`src/rtl/core/iot_pkg.sv`:
```
// ----------------------------------------------------------------------------
// iot_pkg
// Shared constants, operand tables and class codes for the interval
// orientation test pipeline.
// ----------------------------------------------------------------------------
package iot_pkg;

  // Every coordinate field on the ports is sixteen bits wide.
  localparam int unsigned FIELD_W    = 16;
  localparam int unsigned NUM_FIELDS = 12;
  localparam int unsigned NUM_AXES   = 6;
  localparam int unsigned NUM_DIFFS  = 6;
  localparam int unsigned NUM_PRODS  = 4;
  localparam int unsigned NUM_ENDS   = 4;
  localparam int unsigned TURN_W     = 3;
  localparam int unsigned ALIGN_W    = 2;

  // Coordinate axes in port order: a.x, a.y, b.x, b.y, c.x, c.y.
  localparam int unsigned AX_AX = 0;
  localparam int unsigned AX_AY = 1;
  localparam int unsigned AX_BX = 2;
  localparam int unsigned AX_BY = 3;
  localparam int unsigned AX_CX = 4;
  localparam int unsigned AX_CY = 5;

  // Difference intervals.
  localparam int unsigned D_BYA = 0;  // b.y - a.y
  localparam int unsigned D_CXB = 1;  // c.x - b.x
  localparam int unsigned D_BXA = 2;  // b.x - a.x
  localparam int unsigned D_CYB = 3;  // c.y - b.y
  localparam int unsigned D_CYA = 4;  // c.y - a.y
  localparam int unsigned D_CXA = 5;  // c.x - a.x

  localparam int unsigned DIFF_MIN [NUM_DIFFS] = '{AX_BY, AX_CX, AX_BX, AX_CY, AX_CY, AX_CX};
  localparam int unsigned DIFF_SUB [NUM_DIFFS] = '{AX_AY, AX_BX, AX_AX, AX_BY, AX_AY, AX_AX};

  // Products 0 and 1 form the turn value, products 2 and 3 the alignment value.
  localparam int unsigned PROD_A [NUM_PRODS] = '{D_BYA, D_BXA, D_BXA, D_BYA};
  localparam int unsigned PROD_B [NUM_PRODS] = '{D_CXB, D_CYB, D_CYA, D_CXA};

  typedef enum logic [TURN_W-1:0] {
    TURN_EMPTY    = 3'd0,
    TURN_COLINEAR = 3'd1,
    TURN_UNKNOWN  = 3'd2,
    TURN_CCW      = 3'd3,
    TURN_CW       = 3'd4
  } turn_class_e;

  typedef enum logic [ALIGN_W-1:0] {
    ALIGN_TRUE    = 2'd0,
    ALIGN_FALSE   = 2'd1,
    ALIGN_UNKNOWN = 2'd2
  } align_class_e;

  // Register stages between the input and output ports.
  localparam int unsigned PIPE_DEPTH = 4;

endpackage

```
`src/rtl/core/iot_hull.sv`:
```
// ----------------------------------------------------------------------------
// iot_hull
// Stage three: the bounds of each interval product, as the minimum and
// maximum of its four endpoint products.
// ----------------------------------------------------------------------------
module iot_hull #(
  parameter int unsigned COORD_WIDTH = 16
) (
  input  logic                                 clk_i,
  input  logic                                 rst_ni,
  input  logic                                 valid_i,
  output logic                                 ready_o,
  input  logic                                 empty_i,
  input  logic signed [2*COORD_WIDTH+1:0]      prod_i [iot_pkg::NUM_PRODS][iot_pkg::NUM_ENDS],
  output logic                                 valid_o,
  input  logic                                 ready_i,
  output logic                                 empty_o,
  output logic signed [2*COORD_WIDTH+1:0]      plo_o [iot_pkg::NUM_PRODS],
  output logic signed [2*COORD_WIDTH+1:0]      phi_o [iot_pkg::NUM_PRODS]
);
  import iot_pkg::*;

  localparam int unsigned PW = 2*COORD_WIDTH + 2;

  logic signed [PW-1:0] min01 [NUM_PRODS];
  logic signed [PW-1:0] min23 [NUM_PRODS];
  logic signed [PW-1:0] max01 [NUM_PRODS];
  logic signed [PW-1:0] max23 [NUM_PRODS];
  logic signed [PW-1:0] plo_d [NUM_PRODS];
  logic signed [PW-1:0] phi_d [NUM_PRODS];
  logic signed [PW-1:0] plo_q [NUM_PRODS];
  logic signed [PW-1:0] phi_q [NUM_PRODS];
  logic                 valid_q;
  logic                 empty_q;

  for (genvar p = 0; p < NUM_PRODS; p++) begin : g_hull
    assign min01[p] = (prod_i[p][1] < prod_i[p][0]) ? prod_i[p][1] : prod_i[p][0];
    assign min23[p] = (prod_i[p][3] < prod_i[p][2]) ? prod_i[p][3] : prod_i[p][2];
    assign max01[p] = (prod_i[p][1] > prod_i[p][0]) ? prod_i[p][1] : prod_i[p][0];
    assign max23[p] = (prod_i[p][3] > prod_i[p][2]) ? prod_i[p][3] : prod_i[p][2];
    assign plo_d[p] = (min23[p] < min01[p]) ? min23[p] : min01[p];
    assign phi_d[p] = (max23[p] > max01[p]) ? max23[p] : max01[p];
  end

  assign ready_o = !valid_q || ready_i;

  always_ff @(posedge clk_i or negedge rst_ni) begin
    if (!rst_ni) begin
      valid_q <= 1'b0;
    end else if (ready_o) begin
      valid_q <= valid_i;
    end
  end

  always_ff @(posedge clk_i) begin
    if (valid_i && ready_o) begin
      empty_q <= empty_i;
      plo_q   <= plo_d;
      phi_q   <= phi_d;
    end
  end

  assign valid_o = valid_q;
  assign empty_o = empty_q;
  assign plo_o   = plo_q;
  assign phi_o   = phi_q;

endmodule

```
`config.mk`:
```
export PLATFORM = sky130hd
export DESIGN_NAME = iot_hull
export DESIGN_NICKNAME = d
export VERILOG_FILES = /design/src/rtl/core/iot_pkg.sv /design/src/rtl/core/iot_hull.sv
export SDC_FILE = /design/constraint.sdc
export NUM_CORES = 2
export LEC_CHECK = 0
export BUFFER_PORTS_ARGS = -buffer_cell sky130_fd_sc_hd__buf_4
export CORE_AREA = 2 2 317 319
export DETAILED_ROUTE_END_ITERATION = 12
export DIE_AREA = 0 0 319 321
export PLACE_DENSITY = 0.61
export REMOVE_ABC_BUFFERS = 1
export SYNTH_ARGS = -nofsm -noshare
export SYNTH_HDL_FRONTEND = slang
export SYNTH_SLANG_ARGS = --single-unit
```
`constraint.sdc`:
```
create_clock -name clk_i -period 11.25 [get_ports clk_i]
set_input_delay 1.6875 -clock clk_i [delete_from_list [all_inputs] [get_ports clk_i]]
set_output_delay 1.6875 -clock clk_i [all_outputs]
set_load 0.005 [all_outputs]
```
---- Yosys cells after proc, flatten, opt, wreduce, memory -nomap -nowiden ----
Cells that the tools add are included.
word-level totals
  flip-flop bits (word level) ............. 274
  word-level logic and storage cells ...... 61
operators by class
  magnitude comparators ................... 24
  muxes and demuxes ....................... 24
  reduce and logical (&&, ||, !) cells .... 3
operators by type and width
  cell                         number
  two-way mux 34 bit           24
  > comparator 34 bit          12
  less-than comparator 34 bit  12
  logical AND 1 bit            1
  logical NOT 1 bit            1
  logical OR 1 bit             1

---- Depth between registers and ports, before layout ----
  word-level depth ........................ 4
  mapped depth ............................ 28

---- Least setup slack after synthesis ----
Ideal clock, no wire load.
  kind .................................... in2reg
  start ................................... in ready_i
  end ..................................... reg empty_q (netlist: empty_o), enable pin
  arrival ................................. 8057 ps
  data required time ...................... 10580 ps
  slack ................................... 2523 ps
  stages on the path ...................... 2
  path buffers ............................ 0
  cells stage by stage .................... nand2b_1 -> and2_1
between the ends
  word-level cells in the longest chain between the ends .. 2
RTL lines
  element                 RTL line        source
  start: declaration      iot_hull.sv:16  input logic ready_i,
  logical OR 1 bit        iot_hull.sv:45  assign ready_o = !valid_q || ready_i;
  logical AND 1 bit       iot_hull.sv:56  if (valid_i && ready_o) begin
  end signal: assignment  iot_hull.sv:57  empty_q <= empty_i;
  end: declaration        iot_hull.sv:34  logic empty_q;
Every way passes these cells.
A chain may end at the register's enable or synchronous reset.

==> results.cfg <==
[route]
dr.pass1.iters = 7
drt-vias-per-instance = 5.23
drc = 0
drt-total-wl_um = 126000
num_vias = 28900
ant_nets = 0
drtIter0Drc = 1933
wl_per_cell_um = 22.7

[final_layout]
fin_cells = 5528
drive_gt1_share_pct = 25.5
fillers = 10000
finalNetCount = 5265
area_growth_pct = 29.6
design_area_um2 = 40300

[timing]
hold_viol = 0
finalCriticalPeriod_ps = 8600
maxSlewViolCount = 0
rsz0062_at_grt = no
max_clock_freq_ghz = 0.116
skew_ps = 9.77
period_share_pct = 76.5
worst-slew-pin-transition_ps = 1210
relSlewSlack_pct = 17.5
tns_ps = 0
hold_slack_ps = 554
finalSetupViolations = 0

[flow_run]
max_cap_viol_count = 0

[logic_synthesis]
synth_edf_count = 273
avgSynthCellArea_um2 = 9.17
synth.cell_area_um2 = 31100
synth_cells = 3394
ys_seq_area_share_pct = 26.4
yosysTopAreaCell = edfxtp_1
yosysMostFrequentCell = ha_1
async_flop_share_pct = 0.365
synth_seq_cells = 274
synthTopCellsByArea = edfxtp_1, ha_1, mux2i_1
synth-main-ff-cell = edfxtp_1
synth_commonest_cells = ha_1, inv_1, mux2i_1
ys_types = 71
synth_top_area_share_pct = 26.3
yosys_warnings = 0

[power_and_ir_drop]
swShare_pct = 39.6
peakVddDrop_mv = 0.120
clock_power_share_pct = 23.3
p_total_w = 0.00639
p_int_w = 0.00386
combPwrFrac_pct = 52.2
leakagePower_nw = 20.6
cellPowerDensity_nw_per_um2 = 158
seq_power_share_pct = 24.5
p_sw_w = 0.00253

[die]
core_um2 = 99300
rows = 116
die_w_um = 319
start_util_pct = 31.3
die_h_um = 321
pin_count = 824
dieArea_um2 = 102000

[clock_network]
htreeDepth = 2
cts_made_buffers = 42
hold_buffers = 0
clkLatencyLatePin_ps = 600
cts_setup_buffers = 0
cts_buffer_depth = 3
cts.sinks = 274
tritoncts = yes
path_clk_slew_ps = 60
cts_resized = 0
root_buffer = clkbuf_16

[place]
routabilityCongestion = 0.955
dp.cells = 5430
dpl_cell_area_um2 = 38800
io_buffers = 823
hpwl_um = 104000

[setup_path]
critPathKind = primary input to flop
end_kind = flop
cp.arrival_ps = 8920
cp_common_cell = a21oi_1
crit_path_max_fanout = 35
rr_worst_depth = 4
crit_path_max_incr_delay_ps = 1030
cp.required_ps = 11570
cpMaxStageDelayCell = a2111oi_0
cp-start-kind = primary input
path_cells = buf_4 > ha_1 > a21oi_1 > nor2_1 > a2111oi_0 > o221ai_1 > a221oi_4 > buf_4 > a31o_2 > buf_4 > mux2_2 > ha_1 > a21o_1 > a21o_1 > a21oi_1 > o211ai_1 > a221o_1 > a21o_1 > a21oi_1 > mux2i_4 > or2_2 > a21oi_1

[min_path]
hp-class = flop to flop
min_path_cells = 2

[global_routing]
grt_remaining_overflow = 0
grt_pass1_vias = 28600
grt_max_degree = 70
grtUsageTotal_pct = 23.5
grt_first_pass_wirelength_um = 182000
antenna_found_initial = 30

[status]
status = complete, no violations
## power groups by stage
| stage | sequential (W) | clock, W | combinational [W] |
|---|---|---|---|
| 4_1_cts | 0.00157 | 0.00152 | 0.00332 |
| 5_1_grt | 0.00158 | 0.00155 | 0.00364 |
| 3_5_place_dp | 0.00159 | 0 | 0.00330 |
| 3_3_place_gp | 0.00159 | 0 | 0.00328 |
| 6_report | 0.00157 | 0.00149 | 0.00334 |
| 2_1_floorplan | 0.00158 | 0 | 0.00206 |
## state kept, by name (all words and copies together), names as in the netlist
register	flops
empty_o	1
plo_o	136
phi_o	136
valid_o	1
## worst max-delay path: cells and delay by family
| kind | cells | cell delay (ps) |
|---|---|---|
| compound gates | 13 | 4130 |
| fa+ha+maj | 2 | 610 |
| buf+inv | 3 | 990 |
| mux | 2 | 710 |
| simple gates | 2 | 740 |
## kinds of logic after synthesis
family                   count (synthesis)  share of synthesized area (%)
adder cells (fa/ha/maj)                540                           21.7
AO/OA/AOI/OAI                          777                           16.1
AND/OR/NAND/NOR                        629                           9.75
flip-flops                             274                           26.4
XOR/XNOR                                 9                          0.362
multiplexers                           542                           17.7
buffers and inverters                  623                           7.97
## routing by layer
layer | track usage (%) | wire length [um]
met3 | 5.45 | 9160
met5 | 0 | 184
met1 | 28.6 | 51700
met2 | 40.5 | 60600
met4 | 7.90 | 4080
## layout by cell type (no fill, tap or decap), types with 20 or more instances in the layout
cell type,instances
buf_4,858
ha_1,540
inv_1,502
mux2i_1,471
a21oi_1,353
edfxtp_1,273
nor2_1,233
a21o_1,131
nand2_1,119
nand4_1,89
mux2_2,70
o21ai_0,66
nor3_1,51
o21a_1,45
clkbuf_16,45
o21ba_2,33
a21boi_0,29
nor2b_1,28
nand3_1,27
and4_1,21
diode_2,20
## final cells by class
cell class / count / area, um2 / share of cell area [%]
multi-input cells: 2497 / 20600 / 51.0
flip-flops and latches: 274 / 8220 / 20.4
repair buffers: 859 / 6460 / 16.0
inverters: 502 / 1880 / 4.67
well taps: 1298 / 1620 / 4.03
clock buffers: 47 / 1130 / 2.81
clock inverters: 31 / 368 / 0.912
diodes: 20 / 50.0 / 0.124
## path summary, 6_finish.rpt
path	start	to	slack, ps
hold / removal	valid_o	valid_o	550
setup / recovery	prod_i[139]	phi_o[51]	2650
setup reg to reg	valid_o	plo_o[3]	7880
min in group asynchronous	rst_ni	valid_o	850
max in group asynchronous	rst_ni	valid_o	10310
hold reg to reg	valid_o	valid_o	550
## per-stage QoR
| step | utilization [%] | setup WS [ps] |
|---|---|---|
| 4_1_cts | 40.6 | 2580 |
| 5_1_grt | 40.6 | 2330 |
| 3_3_place_gp | 39.1 | 2060 |
| 6_report | 40.6 | 2650 |
| 3_5_place_dp | 39.1 | 1900 |
| 2_1_floorplan | - | -2430 |
Power figures use the tool's default switching activity.
